**src/design/dlpl_pkg.sv**
```systemverilog
`default_nettype none
// ----------------------------------------------------------------------------
// dlpl_pkg: shared types and constants of the DAG longest-path leveler
// Sizes of the edge store and node cells, the queue word, the cell control
// bundle and the back-end sequencer states.
// ----------------------------------------------------------------------------
package dlpl_pkg;

	localparam int MAX_NODES = 64;
	localparam int MAX_EDGES = 256;

	// Node cells in use: node indexes are six bits wide.
	localparam int NODE_CAP = (MAX_NODES < 64) ? MAX_NODES : 64;

	localparam int NODE_W  = 6;
	localparam int CNT_W   = 7;
	localparam int LEVEL_W = 6;
	localparam int EDGE_AW = $clog2(MAX_EDGES);
	localparam int ECNT_W  = EDGE_AW + 1;
	localparam int DEG_W   = ECNT_W;

	localparam int S_TDATA_W = 16;
	localparam int M_TDATA_W = 16;
	localparam int M_TUSER_W = 2;

	localparam int QDEPTH = 4;
	localparam int QAW    = $clog2(QDEPTH);

	typedef logic [NODE_W-1:0]  node_t;
	typedef logic [LEVEL_W-1:0] level_t;
	typedef logic [CNT_W-1:0]   count_t;

	// One accepted edge after classification.
	typedef struct packed {
		logic  valid_edge;
		logic  last;
		node_t from_node;
		node_t to_node;
	} edge_item_t;

	// Commands from the sequencer to the node cells.
	typedef struct packed {
		logic               clear;
		logic               inc;
		logic               dec;
		logic               mark;
		logic               shift;
		node_t              node;
		logic [LEVEL_W:0]   lv_inc;
	} cell_ctrl_t;

	// Status from the node cells back to the sequencer.
	typedef struct packed {
		logic   hit;
		level_t hit_level;
		level_t head_level;
		logic   head_mark;
	} cell_stat_t;

	// Edge-sweep pipeline stage.
	typedef struct packed {
		logic valid;
		logic deg;
	} scan_stage_t;

	typedef enum logic [3:0] {
		ST_LOAD,
		ST_DEG,
		ST_DEG_DRAIN,
		ST_SNAP,
		ST_SRC,
		ST_POP,
		ST_FETCH,
		ST_SCAN,
		ST_SCAN_DRAIN,
		ST_EMIT,
		ST_CLEAR
	} back_state_t;

endpackage
`default_nettype wire

```
**src/design/dlpl_front.sv**
```systemverilog
`default_nettype none
// ----------------------------------------------------------------------------
// dlpl_front: input side of the leveler
// Accepts edge words and marks each as a stored edge or an ignored one.
// ----------------------------------------------------------------------------
module dlpl_front (
	input  wire logic                           s_tvalid,
	output logic                                s_tready,
	input  wire logic [dlpl_pkg::S_TDATA_W-1:0] s_tdata,   // [5:0] from_node, [11:6] to_node
	input  wire logic                           s_tuser,   // [0] skip_edge
	input  wire logic                           s_tlast,
	input  wire dlpl_pkg::count_t               count,
	input  wire logic                           q_full,
	output logic                                q_push,
	output dlpl_pkg::edge_item_t                q_item
);

	dlpl_pkg::node_t from_w;
	dlpl_pkg::node_t to_w;

	assign from_w = s_tdata[dlpl_pkg::NODE_W-1:0];
	assign to_w   = s_tdata[2*dlpl_pkg::NODE_W-1:dlpl_pkg::NODE_W];

	assign s_tready = !q_full;
	assign q_push   = s_tvalid && !q_full;

	// An edge is kept only if not skipped and both ends are in range.
	always_comb begin
		q_item.from_node  = from_w;
		q_item.to_node    = to_w;
		q_item.last       = s_tlast;
		q_item.valid_edge = !s_tuser
			&& ({1'b0, from_w} < count) && ({1'b0, to_w} < count);
	end

endmodule
`default_nettype wire

```
**config.mk**
```make
export PLATFORM = sky130hd
export DESIGN_NAME = dlpl_front
export DESIGN_NICKNAME = d
export VERILOG_FILES = /design/src/design/dlpl_pkg.sv /design/src/design/dlpl_front.sv
export SDC_FILE = /design/constraint.sdc
export NUM_CORES = 1
export LEC_CHECK = 0
export BUFFER_PORTS_ARGS = -buffer_cell sky130_fd_sc_hd__buf_4
export CAP_MARGIN = 20
export CORE_AREA = 2 2 39 41
export DETAILED_ROUTE_END_ITERATION = 7
export DIE_AREA = 0 0 41 43
export PLACE_DENSITY_LB_ADDON = 0.08
export SYNTH_ARGS = -nofsm -noshare
export SYNTH_HDL_FRONTEND = slang
export SYNTH_SLANG_ARGS = --single-unit
```
**constraint.sdc**
```tcl
create_clock -name vclk -period 1.35
set_input_delay 0.135 -clock vclk [all_inputs]
set_output_delay 0.135 -clock vclk [all_outputs]
set_load 0.02 [all_outputs]
```
==> impl_metrics.toml, run 1 <==
[status]
outcome = "complete, but fails checks"
violations = "setup timing"

[critical_path]
path_cells = "buf_6, inv_4, ha_4, a21o_1, a211oi_2, o22ai_2, nor4_4, buf_4"
max_stage_delay_ns = 0.19
crit_path_end_kind = "output pin"
cp-start-kind = "input port"
critPathSlowestCell = "ha_4"
cp_max_fo = 2
criticalPathCategory = "in -> out"
critPathRequiredTime_ns = 1.22
cp.arrival_ns = 1.25

[synthesis]
netlist_area_sq_um = 361.6
ys_types = 16
synth_area_per_cell_sq_um = 8.035
synthCells = 45
synth-warning-count = 0
yosysTopAreaCell = "ha_1"
synth_nets = 82
yosysTopAreaCellShare = 0.3460
synthTopCellsByArea = "ha_1 35%, buf_4 27%, inv_1 6.2%"
yosysSeqAreaShare = 0

[hold_path]
min-delay-path-class = "in -> out"
hp-start = "s_tlast"
min_to = "q_item[12]"
worst_hold_path.num_cells = 0

[placed_design]
place_congestion = 0.5785
pre_cts_ws_ns = -0.1565
io_buffers = 37
dp_hpwl_microns = 722

[layout]
n_antenna_cell = 0
seq_cells = 0
drive_gt1_frac = 0.6714
final-seq-area_sq_um = 0
clockBufferCount = 0
mostFrequentLayoutCell = "buf_4"
nNetsFinal = 109
layout_common_cells = "36 x buf_4, 8 x ha_1, 4 x inv_1"
syn2layout_area_growth_pct = 73.70

[sta]
layout_setup_ws_ns = -0.03751
setup-tns-final_ns = -0.03751
slew_violations = 0
rsz0062_at_grt = "yes"
setup_viol = 1
max_slew_margin = 0.8352
finalHoldWorstSlack_ns = 0.2702
period_share = 1.028
tightestPinTransition_ns = 0.2457
hold_viol_final = 0
final.min_clock_period_ns = 1.388
max_freq_ghz = 0.7207

[routing]
vias_per_cell = 4.477
first_iter_violations = 0
wl_per_cell_microns = 9.023
drcViolationCount = 0
dr.pass1.iters = 1
num_vias = 385
finalWirelength_microns = 776
ant_nets = 0

[floorplanning]
core-area_sq_um = 1384
num_rows = 14
die_x_microns = 41
dieArea_sq_um = 1763
die_height_microns = 43
pin_count = 43
initial_core_util = 0.2613

[pwr]
p_per_area_nw_per_um2 = 342.8
cellLeakagePower_nw = 0.3358
ir_worst_vdd_mv = 0.1241
finalPower_w = 0.0002153

[grt]
grt_max_degree = 5
grt_pass1_wl_microns = 1159
grtUsageMet3 = 0
grt_pass1_vias = 326
grt_most_used_layer = "met2"
antenna_found_initial = 0
grt_overflow_total = 0
grt_use_total = 0.08691
grtUsageMet2 = 0.1750
met1_usage = 0.09810

[cts]
post_cts_buffers = 0
holdBufCountCts = 0

[run]
maxCapViolCount = 0
area by class of cell:
class / count / area, sq um
Fill cell: 151 / 755.7
Timing Repair Buffer: 38 / 292.8
Multi-Input combinational cell: 26 / 290.3
Inverter: 6 / 25.02
Tap cell: 16 / 20.02
synthesized netlist by cell type (all sizes together):
library cell and instances:
buf 13, ha 10, inv 6, a21oi 3, a211oi 2, nand2b 2, a21o 1, and4b 1
nand3 1, nand4b 1, nor2b 1, nor3b 1, nor4 1, o21ai 1, o22ai 1
where the power goes:
group	total (W)	leakage, nW	switching [W]	internal (W)
registers	0	0	0	0
logic	0.000215	0.336	0.0000964	0.000119
clock network	0	0	0	0
what timing repair did:
| item | in CTS | in global routing |
|---|---|---|
| pin swaps | 3 | 0 |
| gates resized for setup | 10 | 0 |
| setup endpoints to repair | 1 | 1 |
cells by family (layout without fill, tap and decap cells):
| family | after synthesis | count (layout) | share of synthesized area |
|---|---|---|---|
| buf+inv | 19 | 44 | 0.3322 |
| simple gates | 8 | 8 | 0.1730 |
| fa+ha+maj | 10 | 10 | 0.3460 |
| compound gates | 8 | 8 | 0.1488 |
critical path, delay by kind of cell:
family | cells | cell delay, ns
fa+ha+maj | 1 | 0.19
compound gates | 3 | 0.48
buf+inv | 3 | 0.31
simple gates | 1 | 0.13
metrics by stage:
step	cell area (sq um)	utilization	std cells
2_1_floorplan	370.4	-	45
6_report	628.1	0.4539	86
5_1_grt	628.1	0.4539	86
4_1_cts	628.1	0.4539	86
3_3_place_gp	578.1	0.4177	86
3_5_place_dp	578.1	0.4177	86
layer usage:
layer / share of wire / up-vias
li1: - / 196
met2: 0.52 / 24
met1: 0.35 / 165
met4: 0 / 0
met3: 0.13 / 0
met5: 0 / -
how the worst max path moves through the flow:
stage	startpoint	to	slack, ns	cells after the start
after floorplan	count[4]	q_item[13]	0.02	6
after global placement	count[4]	q_item[13]	-0.15	8
after detailed placement	count[4]	q_item[13]	-0.16	8
after CTS	count[4]	q_item[13]	-0.05	8
after global routing	count[4]	q_item[13]	-0.12	8
final	count[4]	q_item[13]	-0.04	8
Power figures use the tool's default switching activity.
==> run 2, diff against run 1 <==
--- a/config.mk
+++ b/config.mk
@@ -5,6 +5,7 @@
 export SDC_FILE = /design/constraint.sdc
 export NUM_CORES = 1
 export LEC_CHECK = 0
+export ABC_AREA = 1
 export BUFFER_PORTS_ARGS = -buffer_cell sky130_fd_sc_hd__buf_4
 export CAP_MARGIN = 20
 export CORE_AREA = 2 2 39 41
==> run 2 against run 1 <==
  * Combinational power is 4% lower
  * Non-clock buffer count decreased by 1
  * Final area fell by 0.40%
  * Global-route usage decreased by 0.10 points
  * The flow now finishes without violations
  * First-iteration DRC count unchanged
  * Maximum frequency is 12% higher
  * Worst hold slack about the same
  * Sequential cell count stayed put
  * Sequential share of layout area did not move
  * Critical path depth increased by 3
  * Worst setup slack better by 0.15 ns
  * Core utilization is 0.18 points lower
==> impl_metrics.toml, run 2 <==
[status]
outcome = "finished clean"

[critical_path]
cp_max_fo = 2
path_cells = "buf_4, inv_1, ha_1, inv_1, nor2_1, nand2_1, nand2_1, inv_1, nand2_1, nor2_1, buf_4"
max_stage_delay_ns = 0.24
cp-start-kind = "input port"
crit_family = "buffers and inverters"
critPathSlowestCell = "ha_1"
cp.arrival_ns = 1.10
crit_path_end_kind = "output pin"
criticalPathCategory = "in -> out"
critPathRequiredTime_ns = 1.22
critical_path_buf_inv_count = 5

[routing]
vias_per_cell = 4.009
ant_nets = 0
dr.pass1.iters = 1
wl_per_cell_microns = 6.795
finalWirelength_microns = 761
drcViolationCount = 0
num_vias = 449
first_iter_violations = 0

[synthesis]
synth_area_per_cell_sq_um = 5.735
synth_nets = 109
yosysTopAreaCellShare = 0.3030
ys_types = 9
synthCells = 72
netlist_area_sq_um = 412.9
synth-warning-count = 0
synth_commonest_cells = "23 x nand2_1, 16 x inv_1, 13 x buf_4"
yosysMostFrequentCell = "nand2_1"
yosysTopAreaCell = "ha_1"
synthTopCellsByArea = "ha_1 30%, buf_4 24%, nand2_1 21%"
yosysSeqAreaShare = 0

[floorplanning]
core-area_sq_um = 1384
die_height_microns = 43
pin_count = 43
num_rows = 14
die_x_microns = 41
dieArea_sq_um = 1763
initial_core_util = 0.2984

[grt]
grt_pass1_vias = 338
grt_overflow_total = 0
grt_use_total = 0.08591
met1_usage = 0.1108
grtUsageMet3 = 0.005236
grt_max_degree = 4
antenna_found_initial = 0
grtUsageMet2 = 0.1563
grt_most_used_layer = "met2"
grt_pass1_wl_microns = 1173

[layout]
layout_common_cells = "37 x buf_4, 23 x nand2_1, 16 x inv_1"
seq_cells = 0
fillers = 156
final-seq-area_sq_um = 0
clockBufferCount = 0
final_util = 0.4521
nNetsFinal = 135
syn2layout_area_growth_pct = 51.52
drive_gt1_frac = 0.4063
n_antenna_cell = 0
post-route-cell-area_sq_um = 625.6
mostFrequentLayoutCell = "buf_4"

[pwr]
finalPower_w = 0.0002073
sw_frac_of_total = 0.4838
clockPowerShare = 0
p_switching_w = 0.0001003
seq_power_share = 0
cellLeakagePower_nw = 0.4223
ir_worst_vdd_mv = 0.1068
power_frac_comb = 1.000
internal_power_w = 0.0001070
p_per_area_nw_per_um2 = 331.4

[hold_path]
min-delay-path-class = "in -> out"

[sta]
period_share = 0.9151
max_freq_ghz = 0.8094
rsz0062_at_grt = "no"
tightestPinTransition_ns = 0.1528
max_slew_margin = 0.8974
setup_viol = 0
final.min_clock_period_ns = 1.235
setup-tns-final_ns = 0
hold_viol_final = 0
slew_violations = 0

[run]
maxCapViolCount = 0

[cts]
holdBufCountCts = 0

[placed_design]
place_congestion = 0.6667
dp_hpwl_microns = 716
placed_area_sq_um = 613.1
io_buffers = 37
==> run 2: cell types whose count changed in the layout (fill, tap and decap cells not counted), moves of 2 or more <==
| cell | delta |
|---|---|
| nor2_1 | +5 |
| inv_1 | +12 |
| buf_6 | -2 |
| nand2_1 | +23 |
| nand2b_1 | -2 |
==> run 2: cell type report <==
cell class / count / area, sq um / area share
Inverter: 17 / 63.81 / 0.1020
Tap cell: 16 / 20.02 / 0.03200
Timing Repair Buffer: 37 / 277.8 / 0.4440
Multi-Input combinational cell: 42 / 264.0 / 0.4220
==> run 2: kinds of logic (layout without fill, tap and decap cells) <==
logic type               count (synthesis)  count (layout)  share of synthesized area
AND/OR/NAND/NOR                         30              30                     0.2818
buffers and inverters                   30              54                     0.3909
adder cells (fa/ha/maj)                 10              10                     0.3030
AO/OA/AOI/OAI                            2               2                    0.02424
==> run 2: power by group through the flow <==
stage | Clock [W] | Sequential, W | Combinational, W
after detailed placement | 0 | 0 | 0.000206
after global placement | 0 | 0 | 0.000205
final | 0 | 0 | 0.000207
after global routing | 0 | 0 | 0.000235
after CTS | 0 | 0 | 0.000207
after floorplan | 0 | 0 | 0.000132
==> run 2: repair_timing <==
item | in CTS | in global routing
hold endpoints to repair | 0 | 0
setup endpoints to repair | 0 | 1
buffers inserted | 0 | 0
resized for setup | 0 | 1
==> run 2: worst paths after layout <==
path,slack (ns),endpoint,from,cells after the start
setup / recovery,0.11,q_item[13],count[5],11
hold / removal,0.27,q_item[12],s_tlast,0
==> run 2: metal layers <==
metal  vias up  wire length, microns
met5         -                     0
met4         0                     0
met3         0                    94
met2        19                   356
met1       177                   311
li1        253                     -
==> run 2: metrics by stage <==
step | worst slack [ns] | hold WS, ns | cells
detailed placement | 0.1014 | 0.2702 | 112
global route | 0.02703 | 0.2700 | 112
floorplan | 0.1929 | 0.3466 | 72
global placement | 0.1112 | 0.2702 | 112
finish | 0.1146 | 0.2700 | 112
CTS | 0.09210 | 0.2702 | 112
