$ cat src/design/dlpl_pkg.sv
`default_nettype none
// ----------------------------------------------------------------------------
// dlpl_pkg: shared types and constants of the DAG longest-path leveler
// Sizes of the edge store and node cells, the queue word, the cell control
// bundle and the back-end sequencer states.
// ----------------------------------------------------------------------------
package dlpl_pkg;

	localparam int MAX_NODES = 64;
	localparam int MAX_EDGES = 256;

	// Node cells in use: node indexes are six bits wide.
	localparam int NODE_CAP = (MAX_NODES < 64) ? MAX_NODES : 64;

	localparam int NODE_W  = 6;
	localparam int CNT_W   = 7;
	localparam int LEVEL_W = 6;
	localparam int EDGE_AW = $clog2(MAX_EDGES);
	localparam int ECNT_W  = EDGE_AW + 1;
	localparam int DEG_W   = ECNT_W;

	localparam int S_TDATA_W = 16;
	localparam int M_TDATA_W = 16;
	localparam int M_TUSER_W = 2;

	localparam int QDEPTH = 4;
	localparam int QAW    = $clog2(QDEPTH);

	typedef logic [NODE_W-1:0]  node_t;
	typedef logic [LEVEL_W-1:0] level_t;
	typedef logic [CNT_W-1:0]   count_t;

	// One accepted edge after classification.
	typedef struct packed {
		logic  valid_edge;
		logic  last;
		node_t from_node;
		node_t to_node;
	} edge_item_t;

	// Commands from the sequencer to the node cells.
	typedef struct packed {
		logic               clear;
		logic               inc;
		logic               dec;
		logic               mark;
		logic               shift;
		node_t              node;
		logic [LEVEL_W:0]   lv_inc;
	} cell_ctrl_t;

	// Status from the node cells back to the sequencer.
	typedef struct packed {
		logic   hit;
		level_t hit_level;
		level_t head_level;
		logic   head_mark;
	} cell_stat_t;

	// Edge-sweep pipeline stage.
	typedef struct packed {
		logic valid;
		logic deg;
	} scan_stage_t;

	typedef enum logic [3:0] {
		ST_LOAD,
		ST_DEG,
		ST_DEG_DRAIN,
		ST_SNAP,
		ST_SRC,
		ST_POP,
		ST_FETCH,
		ST_SCAN,
		ST_SCAN_DRAIN,
		ST_EMIT,
		ST_CLEAR
	} back_state_t;

endpackage
`default_nettype wire

$ cat src/design/dlpl_queue.sv
`default_nettype none
// ----------------------------------------------------------------------------
// dlpl_queue: short queue between front and back
// Holds a few classified edges so either side can stall on its own.
// ----------------------------------------------------------------------------
module dlpl_queue (
	input  wire logic                 clk,
	input  wire logic                 arst_n,
	input  wire logic                 push,
	input  wire dlpl_pkg::edge_item_t push_item,
	output logic                      full,
	output logic                      pop_valid,
	input  wire logic                 pop_ready,
	output dlpl_pkg::edge_item_t      pop_item
);

	dlpl_pkg::edge_item_t entry_q [dlpl_pkg::QDEPTH];
	logic [dlpl_pkg::QAW-1:0] wr_q;
	logic [dlpl_pkg::QAW-1:0] rd_q;
	logic [dlpl_pkg::QAW:0]   fill_q;
	logic                     pop;

	assign full      = (fill_q == (dlpl_pkg::QAW+1)'(dlpl_pkg::QDEPTH));
	assign pop_valid = (fill_q != '0);
	assign pop       = pop_valid && pop_ready;
	assign pop_item  = entry_q[rd_q];

	always_ff @(posedge clk) begin
		if (push) begin
			entry_q[wr_q] <= push_item;
		end
	end

	always_ff @(posedge clk or negedge arst_n) begin
		if (!arst_n) begin
			wr_q   <= '0;
			rd_q   <= '0;
			fill_q <= '0;
		end else begin
			if (push) begin
				wr_q <= wr_q + 1'b1;
			end
			if (pop) begin
				rd_q <= rd_q + 1'b1;
			end
			if (push && !pop) begin
				fill_q <= fill_q + 1'b1;
			end else if (pop && !push) begin
				fill_q <= fill_q - 1'b1;
			end
		end
	end

endmodule
`default_nettype wire

$ cat config.mk
export PLATFORM = sky130hd
export DESIGN_NAME = dlpl_queue
export DESIGN_NICKNAME = d
export VERILOG_FILES = /design/src/design/dlpl_pkg.sv /design/src/design/dlpl_queue.sv
export SDC_FILE = /design/constraint.sdc
export NUM_CORES = 1
export LEC_CHECK = 0
export BUFFER_PORTS_ARGS = -buffer_cell sky130_fd_sc_hd__buf_2
export CELL_PAD_IN_SITES_DETAIL_PLACEMENT = 0
export CELL_PAD_IN_SITES_GLOBAL_PLACEMENT = 2
export CORE_MARGIN = 8
export CORE_UTILIZATION = 30
export CTS_CLUSTER_SIZE = 12
export DETAILED_ROUTE_END_ITERATION = 6
export PLACE_DENSITY = 0.59
export RECOVER_POWER = 50
export SLEW_MARGIN = 20
export SYNTH_ARGS = -nofsm -noshare
export SYNTH_HDL_FRONTEND = slang
export SYNTH_SLANG_ARGS = --single-unit
$ cat constraint.sdc
create_clock -name clk -period 2.55 [get_ports clk]
set_input_delay 0.1275 -clock clk [delete_from_list [all_inputs] [get_ports clk]]
set_output_delay 0.1275 -clock clk [all_outputs]
set_load 0.005 [all_outputs]
==> impl_metrics.prom <==
# TYPE chip_impl_metric gauge
chip_impl_metric{name="synth_top_area_share",unit="%"} 68.7
chip_impl_metric{name="std_cell_rows",unit=""} 33
chip_impl_metric{name="fillerInstances",unit=""} 759
chip_impl_metric{name="relSlewSlack",unit="%"} 29.2
chip_impl_metric{name="cts-buffers-inserted",unit=""} 9
chip_impl_metric{name="detail_route.iter0.violations",unit=""} 48
chip_impl_info{name="tritoncts",value="yes"} 1
chip_impl_metric{name="synth_nets",unit=""} 131
chip_impl_metric{name="synth_sequential_area_ratio",unit="%"} 75.8
chip_impl_metric{name="timing.critical_path.fanout_max",unit=""} 4
chip_impl_metric{name="drt-vias-per-instance",unit=""} 4.39
chip_impl_info{name="timing.setup.critical_path_class",value="register to register"} 1
chip_impl_metric{name="skew",unit="ps"} 10.5
chip_impl_metric{name="postSynthCellCount",unit=""} 107
chip_impl_metric{name="synthesis.area",unit="mm^2"} 0.00245
chip_impl_metric{name="track_usage",unit="%"} 8.69
chip_impl_metric{name="p_clk_share",unit="%"} 30.7
chip_impl_info{name="outcome",value="complete, no violations"} 1
chip_impl_metric{name="yosys_register_bits",unit=""} 63
chip_impl_metric{name="synthesis.area_per_instance",unit="um^2"} 22.9
chip_impl_metric{name="die_area",unit="mm^2"} 0.0113
chip_impl_metric{name="vdd_ir_drop_max",unit="uV"} 438
chip_impl_metric{name="final_worst_path_cycle_share",unit="%"} 84.1
chip_impl_metric{name="yosys_warnings",unit=""} 0
chip_impl_metric{name="globalRouteOverflowTotal",unit=""} 0
chip_impl_metric{name="syn_to_final_growth",unit="%"} 24.1
chip_impl_metric{name="post_cts.resized_instances",unit=""} 0
chip_impl_metric{name="timing.setup.tns",unit="ps"} 0
chip_impl_metric{name="worst_pin_slew",unit="ps"} 1060
chip_impl_metric{name="clock-sinks",unit=""} 63
chip_impl_metric{name="drt_wl_total",unit="mm"} 4.51
chip_impl_metric{name="die_y",unit="um"} 106
chip_impl_info{name="yosysTopAreaCell",value="sky130_fd_sc_hd__edfxtp_1"} 1
chip_impl_metric{name="hold_viol_final",unit=""} 0
chip_impl_metric{name="pin_count_of_the_biggest_net_entering_global_routing",unit=""} 16
chip_impl_metric{name="layout.nets",unit=""} 183
chip_impl_metric{name="vias_in_the_first_global_route",unit=""} 1326
chip_impl_metric{name="io-pin-count",unit=""} 34
chip_impl_metric{name="fmax",unit="GHz"} 0.467
chip_impl_metric{name="power.density",unit="mW/mm^2"} 1120
chip_impl_info{name="setup.worst_path.end_class",value="register"} 1
chip_impl_metric{name="clock_latency_of_the_later_clocked_register_in_the_worst_skew_pair",unit="ps"} 340
chip_impl_metric{name="drive_gt1_share",unit="%"} 25.6
chip_impl_metric{name="switchingPower",unit="W"} 0.000929
chip_impl_metric{name="sequentialPowerShare",unit="%"} 44.5
chip_impl_metric{name="floorplan.die.width",unit="um"} 106
chip_impl_metric{name="power.leakage",unit="nW"} 1.07
chip_impl_info{name="holdCritPathClass",value="input pin to register"} 1
chip_impl_info{name="grt_setup_unrepaired",value="false"} 1
chip_impl_metric{name="p_sw_share",unit="%"} 27.4
chip_impl_info{name="critPathLaunchType",value="register"} 1
chip_impl_metric{name="clock_transition_at_the_registers_of_the_reported_paths",unit="ps"} 70
chip_impl_metric{name="grt_antenna_before_repair",unit=""} 0
chip_impl_metric{name="drcViolationCount",unit=""} 0
chip_impl_metric{name="diodes",unit=""} 0
chip_impl_metric{name="setup_viol_count_final",unit=""} 0
chip_impl_metric{name="place_hpwl",unit="mm"} 2.89
chip_impl_metric{name="report.final.slew_viol_count",unit=""} 0
chip_impl_metric{name="maximum_capacitance_violations",unit=""} 0
chip_impl_metric{name="antenna_violating_nets_post_route",unit=""} 0
chip_impl_metric{name="arrival",unit="ps"} 2400
chip_impl_metric{name="globalplace.congestion",unit=""} 0.676
chip_impl_metric{name="cts_max_path_buffers",unit=""} 2
chip_impl_metric{name="core_region_area",unit="mm^2"} 0.00805
chip_impl_metric{name="vias",unit=""} 1180
chip_impl_metric{name="initial_core_util",unit="%"} 30.4
chip_impl_metric{name="final_period_demand_of_the_worst_path",unit="ps"} 2140
chip_impl_metric{name="comb_power_share",unit="%"} 24.9
chip_impl_metric{name="detail_route.wl_per_cell",unit="um"} 16.8
chip_impl_metric{name="ys_types",unit=""} 20
chip_impl_metric{name="setup_slack",unit="ps"} 407
chip_impl_info{name="synth.area.top_cells",value="sky130_fd_sc_hd__edfxtp_1 69%, sky130_fd_sc_hd__mux4_2 7.4%, sky130_fd_sc_hd__dfrtp_1 7.2%"} 1
chip_impl_metric{name="p_int",unit="W"} 0.00247
chip_impl_metric{name="drt_first_pass_iters",unit=""} 4
chip_impl_metric{name="portBuffers",unit=""} 33
chip_impl_metric{name="grt_pass1_wl",unit="mm"} 7.11
chip_impl_info{name="clock_tree.root_cell",value="sky130_fd_sc_hd__clkbuf_8"} 1
chip_impl_metric{name="cts_setup_buffers",unit=""} 0
chip_impl_metric{name="dp_worst_setup_slack",unit="ps"} 422
chip_impl_metric{name="worst-endpoint-required",unit="ps"} 2800
chip_impl_metric{name="htree_num_levels",unit=""} 3
chip_impl_metric{name="cts-hold-fix-buffers",unit=""} 10
## layout make-up
| type | count | area, um^2 | area share, % |
|---|---|---|---|
| flip-flops and latches | 63 | 1860 | 61.1 |
| multi-input cells | 38 | 544 | 17.9 |
| repair buffers | 44 | 251 | 8.28 |
| well taps | 105 | 131 | 4.32 |
| clock buffers | 9 | 124 | 4.08 |
| clock inverters | 7 | 120 | 3.95 |
| inverters | 3 | 11.3 | 0.371 |
## cells by family after synthesis
family	Yosys count	share of synthesized area, %
AND/OR/NAND/NOR	10	2.25
adder cells (fa/ha/maj)	6	3.37
XOR/XNOR	6	2.15
AO/OA/AOI/OAI	1	0.204
buffers and inverters	6	1.94
multiplexers	15	14.3
flip-flops	63	75.8
## worst max-delay path, stage by stage (launching register included)
cell and delay (ps):
sky130_fd_sc_hd__dfrtp_1 440, sky130_fd_sc_hd__or3_1 430, sky130_fd_sc_hd__nand2_1 140, sky130_fd_sc_hd__ha_1 190, sky130_fd_sc_hd__inv_1 60, sky130_fd_sc_hd__fa_1 370
sky130_fd_sc_hd__xor2_1 170, sky130_fd_sc_hd__nor2_1 120, sky130_fd_sc_hd__xor2_1 160
## power groups by stage
stage          Combinational, W  Clock (W)  Sequential (W)
6_report               0.000844    0.00104         0.00151
5_1_grt                0.000945    0.00110         0.00154
4_1_cts                0.000886    0.00106         0.00152
3_5_place_dp           0.000870          0         0.00154
3_3_place_gp           0.000849          0         0.00152
2_1_floorplan          0.000619          0         0.00146
## layer usage
metal	up-vias	GRT usage [%]	routed length, um
met3	12	3.09	227
li1	538	-	-
met2	31	14.5	2290
met1	599	9.05	1860
met5	-	0	0
met4	0	6.03	137
## registers in the layout, indices dropped and copies added (netlist names)
| name | count |
|---|---|
| fill_q | 3 |
| entry_q | 56 |
| wr_q | 2 |
| rd_q | 2 |
## worst paths after layout
check | from | endpoint | slack [ps] | depth (start not counted)
worst max-delay path | fill_q[0] | fill_q[2] | 410 | 8
worst min register to register | fill_q[2] | fill_q[2] | 500 | 1
min in group asynchronous | arst_n | wr_q[0] | 240 | 2
max in group asynchronous | arst_n | wr_q[1] | 2020 | 2
worst min-delay path | push | wr_q[0] | 70 | 2
worst max register to register | fill_q[0] | fill_q[2] | 410 | 8
## cells in the mapped netlist
library cell	instances
sky130_fd_sc_hd__mux4_1	6
sky130_fd_sc_hd__mux2_2	1
sky130_fd_sc_hd__buf_6	1
sky130_fd_sc_hd__nand2_1	2
sky130_fd_sc_hd__buf_2	1
sky130_fd_sc_hd__nor3b_1	1
sky130_fd_sc_hd__dfrtp_1	7
sky130_fd_sc_hd__fa_1	1
sky130_fd_sc_hd__mux4_2	8
sky130_fd_sc_hd__xor2_1	3
sky130_fd_sc_hd__edfxtp_1	56
sky130_fd_sc_hd__ha_1	5
sky130_fd_sc_hd__nor2_1	1
sky130_fd_sc_hd__inv_1	3
sky130_fd_sc_hd__or3_1	1
sky130_fd_sc_hd__xnor2_1	3
sky130_fd_sc_hd__nand3_1	1
sky130_fd_sc_hd__buf_12	1
sky130_fd_sc_hd__o21ai_0	1
sky130_fd_sc_hd__and2_1	4
## through the flow
step | cells | power [W] | hold WS, ps | area (um^2) | util [%]
floorplan | 107 | 0.00208 | -168 | 2450 | -
global placement | 243 | 0.00237 | -27.4 | 2720 | 33.7
detailed placement | 243 | 0.00241 | -21.9 | 2720 | 33.7
CTS | 269 | 0.00346 | 7.64 | 3060 | 38.0
global route | 269 | 0.00359 | 76.2 | 3040 | 37.7
finish | 269 | 0.00339 | 68.5 | 3040 | 37.7
## cells in the final DEF, fill, tap and decap left out
master,count
sky130_fd_sc_hd__edfxtp_1,56
sky130_fd_sc_hd__clkbuf_1,17
sky130_fd_sc_hd__buf_2,16
sky130_fd_sc_hd__dlygate4sd3_1,10
sky130_fd_sc_hd__clkbuf_8,9
sky130_fd_sc_hd__mux4_2,8
sky130_fd_sc_hd__dfrtp_1,7
sky130_fd_sc_hd__mux4_1,6
sky130_fd_sc_hd__ha_1,5
sky130_fd_sc_hd__inv_1,3
sky130_fd_sc_hd__and2_1,3
sky130_fd_sc_hd__xnor2_1,3
sky130_fd_sc_hd__xor2_1,3
sky130_fd_sc_hd__bufinv_16,3
sky130_fd_sc_hd__nand2_1,2
sky130_fd_sc_hd__and2_0,1
sky130_fd_sc_hd__or3_1,1
sky130_fd_sc_hd__nor3b_1,1
sky130_fd_sc_hd__mux2_2,1
sky130_fd_sc_hd__o21ai_0,1
sky130_fd_sc_hd__nand3_1,1
sky130_fd_sc_hd__nor2_1,1
sky130_fd_sc_hd__fa_1,1
sky130_fd_sc_hd__clkinv_4,1
sky130_fd_sc_hd__inv_6,1
sky130_fd_sc_hd__clkinvlp_4,1
sky130_fd_sc_hd__clkinv_2,1
sky130_fd_sc_hd__buf_4,1
Note: power is estimated with default switching activity, not from simulation.
